--- src/hw/rtl/pcaprd_pkg.sv ---
// Package for the capture file record deframer.
// Holds the result kind codes, header constants and the result word type.
// No dependencies.
`default_nettype none

package pcaprd_pkg;

  localparam logic [31:0] MAGIC_MICRO = 32'hA1B2C3D4;
  localparam logic [31:0] MAGIC_NANO  = 32'hA1B23C4D;

  localparam logic [4:0] GLOBAL_HDR_LAST = 5'd23;
  localparam logic [4:0] RECORD_HDR_LAST = 5'd15;
  localparam logic [4:0] MAGIC_LAST      = 5'd3;
  localparam logic [4:0] SECONDS_LAST    = 5'd3;
  localparam logic [4:0] FRACTION_LAST   = 5'd7;
  localparam logic [4:0] CAPLEN_LAST     = 5'd11;

  typedef enum logic [1:0] {
    KIND_HEADER    = 2'd0,
    KIND_PAYLOAD   = 2'd1,
    KIND_BAD_MAGIC = 2'd2
  } kind_t;

  typedef struct packed {
    logic        emit;
    kind_t       kind;
    logic [31:0] ts_seconds;
    logic [31:0] ts_fraction;
    logic        fraction_is_nanoseconds;
    logic [31:0] captured_length;
    logic [7:0]  payload_byte;
    logic        last_in_record;
  } result_t;

endpackage

`default_nettype wire

--- src/hw/rtl/pcaprd_if.sv ---
// Stream interfaces of the capture file record deframer.
// The byte stream in and the result word stream out; no dependencies.
`default_nettype none

interface pcaprd_byte_if;
  logic       valid;
  logic       ready;
  logic [7:0] data_byte;
  logic       final_byte;

  modport source (output valid, output data_byte, output final_byte, input ready);
  modport sink   (input valid, input data_byte, input final_byte, output ready);
endinterface

interface pcaprd_result_if;
  logic        valid;
  logic        ready;
  logic [1:0]  kind;
  logic [31:0] ts_seconds;
  logic [31:0] ts_fraction;
  logic        fraction_is_nanoseconds;
  logic [31:0] captured_length;
  logic [7:0]  payload_byte;
  logic        last_in_record;

  modport source (output valid, output kind, output ts_seconds, output ts_fraction,
                  output fraction_is_nanoseconds, output captured_length,
                  output payload_byte, output last_in_record, input ready);
  modport sink   (input valid, input kind, input ts_seconds, input ts_fraction,
                  input fraction_is_nanoseconds, input captured_length,
                  input payload_byte, input last_in_record, output ready);
endinterface

`default_nettype wire

--- src/hw/rtl/pcaprd_parser.sv ---
// Parser state of the capture file record deframer.
// Advances on each accepted byte and computes that byte's result word.
// Depends on pcaprd_pkg.
`default_nettype none

module pcaprd_parser (
  input  wire logic                clk,
  input  wire logic                rst,
  input  wire logic                accept,
  input  wire logic [7:0]          data_byte,
  input  wire logic                final_byte,
  output pcaprd_pkg::result_t      result
);

  typedef enum logic [1:0] {
    PH_GLOBAL  = 2'd0,
    PH_RECORD  = 2'd1,
    PH_PAYLOAD = 2'd2,
    PH_SKIP    = 2'd3
  } phase_t;

  phase_t      phase, phase_next;
  logic [4:0]  hdr_count, hdr_count_next;
  logic [31:0] field_shift, field_shift_next;
  logic [31:0] seconds_hold, seconds_hold_next;
  logic [31:0] fraction_hold, fraction_hold_next;
  logic [31:0] payload_remaining, payload_remaining_next;
  logic        nano_mode, nano_mode_next;
  logic [31:0] shifted;

  assign shifted = {data_byte, field_shift[31:8]};

  always_comb begin
    phase_next             = phase;
    hdr_count_next         = hdr_count;
    field_shift_next       = field_shift;
    seconds_hold_next      = seconds_hold;
    fraction_hold_next     = fraction_hold;
    payload_remaining_next = payload_remaining;
    nano_mode_next         = nano_mode;
    result                 = '0;
    result.kind            = pcaprd_pkg::KIND_HEADER;

    unique case (phase)
      PH_GLOBAL: begin
        field_shift_next = shifted;
        if (hdr_count == pcaprd_pkg::MAGIC_LAST && shifted != pcaprd_pkg::MAGIC_MICRO &&
            shifted != pcaprd_pkg::MAGIC_NANO) begin
          result.emit = 1'b1;
          result.kind = pcaprd_pkg::KIND_BAD_MAGIC;
          phase_next  = PH_SKIP;
        end else begin
          if (hdr_count == pcaprd_pkg::MAGIC_LAST) begin
            nano_mode_next = (shifted == pcaprd_pkg::MAGIC_NANO);
          end
          if (hdr_count == pcaprd_pkg::GLOBAL_HDR_LAST) begin
            hdr_count_next = '0;
            phase_next     = PH_RECORD;
          end else begin
            hdr_count_next = hdr_count + 5'd1;
          end
        end
      end
      PH_RECORD: begin
        field_shift_next = shifted;
        if (hdr_count == pcaprd_pkg::SECONDS_LAST) begin
          seconds_hold_next = shifted;
        end else if (hdr_count == pcaprd_pkg::FRACTION_LAST) begin
          fraction_hold_next = shifted;
        end else if (hdr_count == pcaprd_pkg::CAPLEN_LAST) begin
          payload_remaining_next = shifted;
        end
        if (hdr_count == pcaprd_pkg::RECORD_HDR_LAST) begin
          hdr_count_next                 = '0;
          result.emit                    = 1'b1;
          result.kind                    = pcaprd_pkg::KIND_HEADER;
          result.ts_seconds              = seconds_hold;
          result.ts_fraction             = fraction_hold;
          result.fraction_is_nanoseconds = nano_mode;
          result.captured_length         = payload_remaining;
          result.last_in_record          = (payload_remaining == '0);
          phase_next = (payload_remaining == '0) ? PH_RECORD : PH_PAYLOAD;
        end else begin
          hdr_count_next = hdr_count + 5'd1;
        end
      end
      PH_PAYLOAD: begin
        result.emit           = 1'b1;
        result.kind           = pcaprd_pkg::KIND_PAYLOAD;
        result.payload_byte   = data_byte;
        result.last_in_record = (payload_remaining <= 32'd1);
        if (payload_remaining != '0) begin
          payload_remaining_next = payload_remaining - 32'd1;
        end
        if (payload_remaining <= 32'd1) begin
          phase_next = PH_RECORD;
        end
      end
      PH_SKIP: begin
      end
      default: begin
      end
    endcase
  end

  always_ff @(posedge clk) begin
    if (rst || (accept && final_byte)) begin
      phase             <= PH_GLOBAL;
      hdr_count         <= '0;
      field_shift       <= '0;
      seconds_hold      <= '0;
      fraction_hold     <= '0;
      payload_remaining <= '0;
      nano_mode         <= 1'b0;
    end else if (accept) begin
      phase             <= phase_next;
      hdr_count         <= hdr_count_next;
      field_shift       <= field_shift_next;
      seconds_hold      <= seconds_hold_next;
      fraction_hold     <= fraction_hold_next;
      payload_remaining <= payload_remaining_next;
      nano_mode         <= nano_mode_next;
    end
  end

endmodule

`default_nettype wire

--- src/hw/rtl/pcaprd_outreg.sv ---
// Result register of the capture file record deframer.
// Holds one result word and grants the next byte whenever it can be refilled.
// Depends on pcaprd_pkg and pcaprd_if.
`default_nettype none

module pcaprd_outreg (
  input  wire logic                clk,
  input  wire logic                rst,
  input  wire logic                accept,
  input  wire pcaprd_pkg::result_t result,
  output logic                     take_ready,
  pcaprd_result_if.source          out
);

  logic                valid;
  pcaprd_pkg::result_t held;

  assign take_ready = !valid || out.ready;

  always_ff @(posedge clk) begin
    if (rst) begin
      valid <= 1'b0;
    end else if (take_ready) begin
      valid <= accept && result.emit;
    end
  end

  always_ff @(posedge clk) begin
    if (take_ready && accept && result.emit) begin
      held <= result;
    end
  end

  assign out.valid                   = valid;
  assign out.kind                    = held.kind;
  assign out.ts_seconds              = held.ts_seconds;
  assign out.ts_fraction             = held.ts_fraction;
  assign out.fraction_is_nanoseconds = held.fraction_is_nanoseconds;
  assign out.captured_length         = held.captured_length;
  assign out.payload_byte            = held.payload_byte;
  assign out.last_in_record          = held.last_in_record;

endmodule

`default_nettype wire

--- src/hw/rtl/pcap_record_deframer_unit.sv ---
// Top level of the capture file record deframer.
// Depends on pcaprd_pkg, pcaprd_if, pcaprd_parser and pcaprd_outreg.
//
// The stream channel carries the capture file one byte per word, with
// final_byte marking its last byte. The result channel carries record
// headers (kind 0), payload bytes (kind 1) and a bad magic report (kind 2).
// Other header bytes and skipped bytes produce no result word.
//
// A byte is accepted every cycle while the result register is empty or
// being drained, so the sustained rate is one byte per cycle. Its result
// appears on the result channel in the cycle after acceptance; the parser
// state update and the result computation fit between the byte handshake
// and the result register.
//
// Reset clears the parser so that a global header is expected and empties
// the result register. The parser restarts the same way after a final
// byte. When the receiver stalls with a result pending, the stream ready
// drops and the pending word holds steady until it is taken.
`default_nettype none

module pcap_record_deframer_unit (
  input  wire logic         clk,
  input  wire logic         rst,
  pcaprd_byte_if.sink       stream,
  pcaprd_result_if.source   result
);

  pcaprd_pkg::result_t parsed;
  logic                take_ready;
  logic                accept;

  assign stream.ready = take_ready;
  assign accept       = stream.valid && take_ready;

  pcaprd_parser u_parser (
    .clk        (clk),
    .rst        (rst),
    .accept     (accept),
    .data_byte  (stream.data_byte),
    .final_byte (stream.final_byte),
    .result     (parsed)
  );

  pcaprd_outreg u_outreg (
    .clk        (clk),
    .rst        (rst),
    .accept     (accept),
    .result     (parsed),
    .take_ready (take_ready),
    .out        (result)
  );

endmodule

`default_nettype wire
--- src/flat_wrapper.sv ---
// flat-port wrapper written by rule: the top's interface ports become plain ports
module pcap_record_deframer_unit_flat 
  (clk, rst, stream_valid, stream_data_byte, stream_final_byte, stream_ready, result_valid, result_kind, result_ts_seconds, result_ts_fraction, result_fraction_is_nanoseconds, result_captured_length, result_payload_byte, result_last_in_record, result_ready);
  pcaprd_byte_if stream_i ();
  pcaprd_result_if result_i ();
  input  wire logic clk;
  input  wire logic rst;
  input wire logic [$bits(stream_i.valid)-1:0] stream_valid;
  input wire logic [$bits(stream_i.data_byte)-1:0] stream_data_byte;
  input wire logic [$bits(stream_i.final_byte)-1:0] stream_final_byte;
  output wire logic [$bits(stream_i.ready)-1:0] stream_ready;
  output wire logic [$bits(result_i.valid)-1:0] result_valid;
  output wire logic [$bits(result_i.kind)-1:0] result_kind;
  output wire logic [$bits(result_i.ts_seconds)-1:0] result_ts_seconds;
  output wire logic [$bits(result_i.ts_fraction)-1:0] result_ts_fraction;
  output wire logic [$bits(result_i.fraction_is_nanoseconds)-1:0] result_fraction_is_nanoseconds;
  output wire logic [$bits(result_i.captured_length)-1:0] result_captured_length;
  output wire logic [$bits(result_i.payload_byte)-1:0] result_payload_byte;
  output wire logic [$bits(result_i.last_in_record)-1:0] result_last_in_record;
  input wire logic [$bits(result_i.ready)-1:0] result_ready;
  assign stream_i.valid = stream_valid;
  assign stream_i.data_byte = stream_data_byte;
  assign stream_i.final_byte = stream_final_byte;
  assign stream_ready = stream_i.ready;
  assign result_valid = result_i.valid;
  assign result_kind = result_i.kind;
  assign result_ts_seconds = result_i.ts_seconds;
  assign result_ts_fraction = result_i.ts_fraction;
  assign result_fraction_is_nanoseconds = result_i.fraction_is_nanoseconds;
  assign result_captured_length = result_i.captured_length;
  assign result_payload_byte = result_i.payload_byte;
  assign result_last_in_record = result_i.last_in_record;
  assign result_i.ready = result_ready;
  pcap_record_deframer_unit u_core (.clk(clk), .rst(rst), .stream(stream_i), .result(result_i));
endmodule
--- config.mk ---
export PLATFORM = sky130hd
export DESIGN_NAME = pcap_record_deframer_unit_flat
export DESIGN_NICKNAME = d
export VERILOG_FILES = /design/src/hw/rtl/pcaprd_pkg.sv /design/src/hw/rtl/pcaprd_if.sv /design/src/hw/rtl/pcaprd_parser.sv /design/src/hw/rtl/pcaprd_outreg.sv /design/src/hw/rtl/pcap_record_deframer_unit.sv /design/src/flat_wrapper.sv
export SDC_FILE = /design/constraint.sdc
export NUM_CORES = 1
export LEC_CHECK = 0
export ABC_AREA = 1
export BUFFER_PORTS_ARGS = -buffer_cell sky130_fd_sc_hd__buf_2
export CAP_MARGIN = 20
export CELL_PAD_IN_SITES_DETAIL_PLACEMENT = 1
export CELL_PAD_IN_SITES_GLOBAL_PLACEMENT = 1
export CORE_UTILIZATION = 41
export CTS_BUF_LIST = sky130_fd_sc_hd__clkbuf_4
export CTS_CLUSTER_SIZE = 40
export DETAILED_ROUTE_END_ITERATION = 10
export GPL_ROUTABILITY_DRIVEN = 0
export GPL_TIMING_DRIVEN = 0
export HOLD_SLACK_MARGIN = 0.02
export PLACE_DENSITY = 0.82
export RECOVER_POWER = 100
export SLEW_MARGIN = 0
export SYNTH_ARGS = -nofsm -noshare
export SYNTH_HDL_FRONTEND = slang
export SYNTH_SLANG_ARGS = --single-unit
--- constraint.sdc ---
create_clock -name clk -period 4 [get_ports clk]
set_input_delay 0.2 -clock clk [delete_from_list [all_inputs] [get_ports clk]]
set_output_delay 0.2 -clock clk [all_outputs]
set_load 0.1 [all_outputs]
## Yosys cells after proc, flatten, opt, wreduce, memory -nomap -nowiden

Cells that the tools add are included.

- Flip-flop bits (word level): 245

- Add/sub/neg operators: 2
- Order comparisons: 1
- Equal/unequal tests: 18
- Mux-type cells: 20
- Bitwise logic cells: 2
- Reductions and logical operators: 25

Operators by type and width:

| operator | number |
|---|---|
| $mux W32 | 4 |
| $mux W100 | 1 |
| $ne A32 B32 Y1 const B | 2 |
| $pmux W32 S2 | 1 |
| $eq A32 B32 Y1 const B | 1 |
| $le A32 B1 Y1 const B | 1 |
| $logic_not A32 Y1 | 1 |
| $reduce_bool A32 Y1 | 1 |
| $sub A32 B1 Y32 const B | 1 |
| $mux W5 | 3 |
| $ne A2 B2 Y1 const B | 7 |
| $eq A5 B4 Y1 const B | 2 |
| $mux W2 | 5 |
| $pmux W5 S2 | 1 |
| $pmux W3 S3 | 1 |
| $reduce_and A4 Y1 | 2 |
| $logic_and A1 B1 Y1 | 7 |
| $pmux W2 S3 | 1 |
| $reduce_and A3 Y1 | 2 |
| $reduce_and A6 Y1 | 1 |
| $add A5 B1 Y5 const B | 1 |
| $eq A5 B2 Y1 const B | 1 |
| $eq A5 B3 Y1 const B | 1 |
| $eq A5 B5 Y1 const B | 1 |
| 15 further kinds | 19 |

## Longest topological paths before layout

- Depth after elaboration: 6
- Gate-level depth with buffers: 13

## Modules after synthesis

Synthesis repeated with hierarchy kept, for this count alone.

- Cells, all modules: 1224
- Area, all modules: 10206.0 µm²

Modules (own cells, without submodules):

| module | times used | cells an instance | area an instance (µm²) | seq. area each (µm²) |
|---|---|---|---|---|
| pcaprd_parser | 1 | 1108 | 6907.9 | 2562.5 |
| pcaprd_outreg | 1 | 114 | 3290.7 | 3263.1 |
| pcap_record_deframer_unit | 1 | 2 | 7.5 | 0.0 |

## Least setup slack after synthesis

OpenSTA, ideal clock, no wires.

- Kind: register to register
- Start point: register u_core.u_parser.hdr_count[0]
- End point: register u_core.u_outreg.held (netlist bit u_core.u_outreg.out.captured_length[0]), enable pin
- Data arrival time: 3506 ps
- Data required time: 3538 ps
- Path slack: 33 ps
- Stages on the path, launching flop included: 11
- Buffers on the path: 0
- Cells stage by stage: dfxtp_1 > ha_1 > nand2_1 > nor2_1 > ha_1 > nand2_1 > inv_1 > nor2_1 > nand2_1 > nand2_1 > inv_1

- Longest elaborated chain between the ends: 6
- Elaborated cells on any way between the ends: 8
- Those cells by class: eq/ne: 2; mux: 3; reduce/logical: 3

Ends and longest elaborated chain:

| element | RTL line | source |
|---|---|---|
| from (decl) | pcaprd_parser.sv:23 | `logic [4:0] hdr_count, hdr_count_next;` |
| from (signal assigned) | pcaprd_parser.sv:117 | `hdr_count <= hdr_count_next;` |
| $eq A5 B2 Y1 | pcaprd_parser.sv:47 | `if (hdr_count == pcaprd_pkg::MAGIC_LAST && shifted != pcaprd_pkg::MAGIC_MICRO &&` |
| $logic_and A1 B1 Y1 (2 in a row) | pcaprd_parser.sv:47 |  |
| $mux W3 | pcaprd_parser.sv:47 |  |
| $pmux W3 S3 (*) | pcaprd_parser.sv:44 | `unique case (phase)` |
| $logic_and A1 B1 Y1 (*) | pcaprd_outreg.sv:29 | `if (take_ready && accept && result.emit) begin` |
| to (signal assigned) | pcaprd_outreg.sv:30 | `held <= result;` |
| to (decl) | pcaprd_outreg.sv:16 | `pcaprd_pkg::result_t held;` |

Mark *: on every way between the ends. The rest lies on a longest branch, timed or not.
A chain may end at the register's enable or synchronous reset.

## Worst setup path in the final report

- Start point: register u_core.u_parser.hdr_count[0]
- End point: register u_core.u_outreg.held (netlist bit u_core.u_outreg.out.ts_fraction[16]), enable pin

Same word-level chain as after synthesis.

==> impl_metrics.py <==
metrics = {
    "status": {
        "status": "finished with violations",
        "failed_checks": "capacitance limit, slew limit",
    },
    "power_and_ir_drop": {
        "sw_frac_of_total_pct": 28.8,
        "p_leak_nw": 4.51,
        "power_mw": 5.24,
        "p_switching_mw": 1.51,
        "seqPwrFrac_pct": 49.8,
        "powerDensity_mw_per_mm2": 441,
        "ir_worst_vdd_mv": 0.193,
        "combPwrFrac_pct": 11.3,
        "internal_power_mw": 3.73,
        "power_frac_clock_pct": 38.9,
    },
    "layout": {
        "final_util_pct": 48.9,
        "final_nets": 1418,
        "layout_commonest_cell": "nor2_1",
        "syn2layout_area_growth_pct": 16.7,
        "final_layout_size_suffix_gt1_share_pct": 9.25,
        "final_cell_mix": "nor2_1 (215), nand2_1 (170), inv_1 (169)",
        "n_fill_cell": 3098,
    },
    "timing": {
        "rsz0062_at_grt": "false",
        "finalCritPeriodShare_pct": 88.9,
        "worstMarginPinSlew_ps": 1930,
        "timing_hold_violations_final": 0,
        "max_freq_mhz": 281,
        "slew_viol_final": 9,
        "skew_ps": 50.2,
        "setup_viol": 0,
        "min_period_ps": 3560,
        "max-slew-margin-rel_pct": -30.2,
        "setup_tns_ps": 0,
    },
    "global_routing": {
        "grt_first_pass_wirelength_um": 50100,
        "grt_max_degree": 74,
        "grt-ovfl-total": 0,
        "grt_pass1_vias": 9370,
        "antenna_found_initial": 2,
        "track_usage_pct": 25.2,
    },
    "cts": {
        "cts_root_buf": "clkbuf_4",
        "numCtsBuffers": 61,
        "max-clock-path-buffers": 3,
        "cts_hold_buffers": 10,
        "h-tree-depth": 2,
        "cts_setup_buffers": 0,
        "cts_tree": "done",
        "path_clk_slew_ps": 60,
        "insertion_delay_ps": 710,
        "cts-resized-gates": 0,
        "cts_sinks": 237,
    },
    "worst_setup_path": {
        "cp-end-kind": "flop",
        "start_kind": "flop",
        "crit_type": "flop to flop",
        "path_max_fanout": 73,
        "worstPathArrival_ps": 3870,
        "cp.required_ps": 4320,
    },
    "floorplan": {
        "rows": 57,
        "coreArea_mm2": 0.0243,
        "die_height_um": 160,
        "fp.dieW_um": 160,
        "dieArea_mm2": 0.0255,
        "io_pins": 123,
        "start_util_pct": 41.9,
    },
    "detailed_routing": {
        "drtAntennaViolNets": 0,
        "drc": 0,
        "drtIter0Drc": 538,
        "wl_um": 32200,
        "num_vias": 9117,
        "wl_per_cell_um": 18.1,
        "routed_via_density": 5.14,
        "firstDrtPassIters": 4,
    },
    "worst_hold_path": {
        "hold_class": "primary input to flop",
    },
    "synth": {
        "seq_area_frac_synth_pct": 57.1,
        "netlist_area_mm2": 0.0102,
        "yosysUniqueCellTypes": 42,
        "syn_nets": 1222,
        "synth_cells": 1200,
        "ys_seq_elements": 237,
        "synth-warning-count": 0,
        "syn_avg_cell_area_um2": 8.50,
    },
    "flow_run": {
        "maxCapViolCount": 1,
    },
    "placed_design": {
        "io_buffers": 122,
        "hpwl_um": 22400,
    },
}
final timing paths:
check        depth (start not counted)  slack, ps                              from                                  end
min reg2reg                          2        450  u_core.u_parser.fraction_hold[4]     u_core.u_parser.fraction_hold[4]
max reg2reg                         11        440      u_core.u_parser.hdr_count[0]  u_core.u_outreg.out.ts_fraction[16]
max                                 11        440      u_core.u_parser.hdr_count[0]  u_core.u_outreg.out.ts_fraction[16]
min                                  8        220                      result_ready            u_core.u_parser.nano_mode
Yosys cell counts:
| master | n | area, um2 |
|---|---|---|
| a211oi_2 | 2 | 25.0 |
| a21boi_0 | 1 | 7.51 |
| a21boi_2 | 1 | 11.3 |
| a21oi_1 | 124 | 621 |
| a21oi_2 | 2 | 17.5 |
| a31oi_1 | 1 | 6.26 |
| buf_1 | 1 | 3.75 |
| buf_2 | 7 | 35.0 |
| buf_4 | 1 | 7.51 |
| buf_6 | 4 | 45.0 |
| clkbuf_1 | 41 | 154 |
| clkbuf_2 | 1 | 5.00 |
| dfxtp_1 | 129 | 2580 |
| edfxtp_1 | 108 | 3240 |
| ha_1 | 9 | 113 |
| inv_1 | 169 | 634 |
| inv_2 | 4 | 15.0 |
| inv_4 | 1 | 6.26 |
| nand2_1 | 168 | 631 |
| nand2_2 | 3 | 18.8 |
| nand2_4 | 2 | 22.5 |
| nand2_8 | 1 | 20.0 |
| nand3_1 | 31 | 155 |
| nand3_2 | 2 | 20.0 |
| nand4_1 | 5 | 31.3 |
| nor2_1 | 213 | 800 |
| nor2_2 | 6 | 37.5 |
| nor2_4 | 3 | 33.8 |
| nor2_8 | 1 | 20.0 |
| nor3_1 | 4 | 20.0 |
| nor3_2 | 1 | 10.0 |
| nor3_4 | 1 | 16.3 |
| nor3b_1 | 1 | 7.51 |
| o21a_1 | 1 | 7.51 |
| o21ai_0 | 120 | 601 |
| o21ai_1 | 13 | 65.1 |
| o21ai_2 | 1 | 8.76 |
| o22ai_1 | 1 | 6.26 |
| o311ai_0 | 1 | 8.76 |
| o31ai_1 | 4 | 30.0 |
| or2_2 | 1 | 6.26 |
| xor2_1 | 10 | 87.6 |
registers in the layout, indices dropped and copies added, names as in the netlist, 2 cells and up:
signal,count
u_core.u_outreg.out.captured_length,32
u_core.u_outreg.out.kind,2
u_core.u_outreg.out.payload_byte,8
u_core.u_outreg.out.ts_fraction,32
u_core.u_outreg.out.ts_seconds,32
u_core.u_parser.field_shift,24
u_core.u_parser.fraction_hold,32
u_core.u_parser.hdr_count,5
u_core.u_parser.payload_remaining,32
u_core.u_parser.phase,2
u_core.u_parser.seconds_hold,32
layer usage:
layer  share of wire, %  GRT usage, %  up-vias
met1                 43          31.5     4444
li1                   -             -     4315
met4                3.9          12.3        0
met5                  0             0        -
met2                 48          42.0      281
met3                5.5          4.83       77
cell families after synthesis:
logic type / count (synthesis) / share of synthesized area (%)
flip-flops: 237 / 57.1
XOR/XNOR: 10 / 0.859
AND/OR/NAND/NOR: 443 / 18.1
buffers and inverters: 229 / 8.88
adder cells (fa/ha/maj): 9 / 1.10
AO/OA/AOI/OAI: 272 / 13.9
per-stage QoR:
step / hold WS [ps] / setup WS [ps] / area (um2) / std cells
3_3_place_gp: 373 / -1440 / 11200 / 1646
3_5_place_dp: 386 / 735 / 11200 / 1647
5_1_grt: 243 / 242 / 11900 / 1775
2_1_floorplan: 269 / 32.7 / 10200 / 1200
6_report: 224 / 444 / 11900 / 1775
4_1_cts: 65.8 / 710 / 12100 / 1773
power by group through the flow:
stage                     clock, mW  sequential [mW]  combinational [mW]
after CTS                      2.08             2.61               0.606
after detailed placement          0             2.66               0.593
after floorplan                   0             2.77               0.308
after global placement            0             2.66               0.575
final                          2.04             2.61               0.590
after global routing           2.23             2.61               0.638
critical path, stage by stage, from the launching register on:
cell and delay [ps]:
dfxtp_1 420, ha_1 250, nand2_1 130, nor2_1 150, ha_1 250, nand2_1 440, inv_1 200, nor2_1 60
nand2_1 100, nand2_1 100, inv_2 590, buf_16 370
final cells by class:
type | instances | area (um2) | area share (%)
antenna | 2 | 5.00 | 0.0421
buffer | 55 | 210 | 1.77
clock buffer | 90 | 676 | 5.68
clock inverter | 26 | 103 | 0.863
inverter | 174 | 654 | 5.50
multi-input combinational | 734 | 3410 | 28.7
sequential | 237 | 5830 | 49.0
tap | 324 | 405 | 3.41
timing repair buffer | 133 | 601 | 5.05
Note: power is estimated with default switching activity, not from simulation.
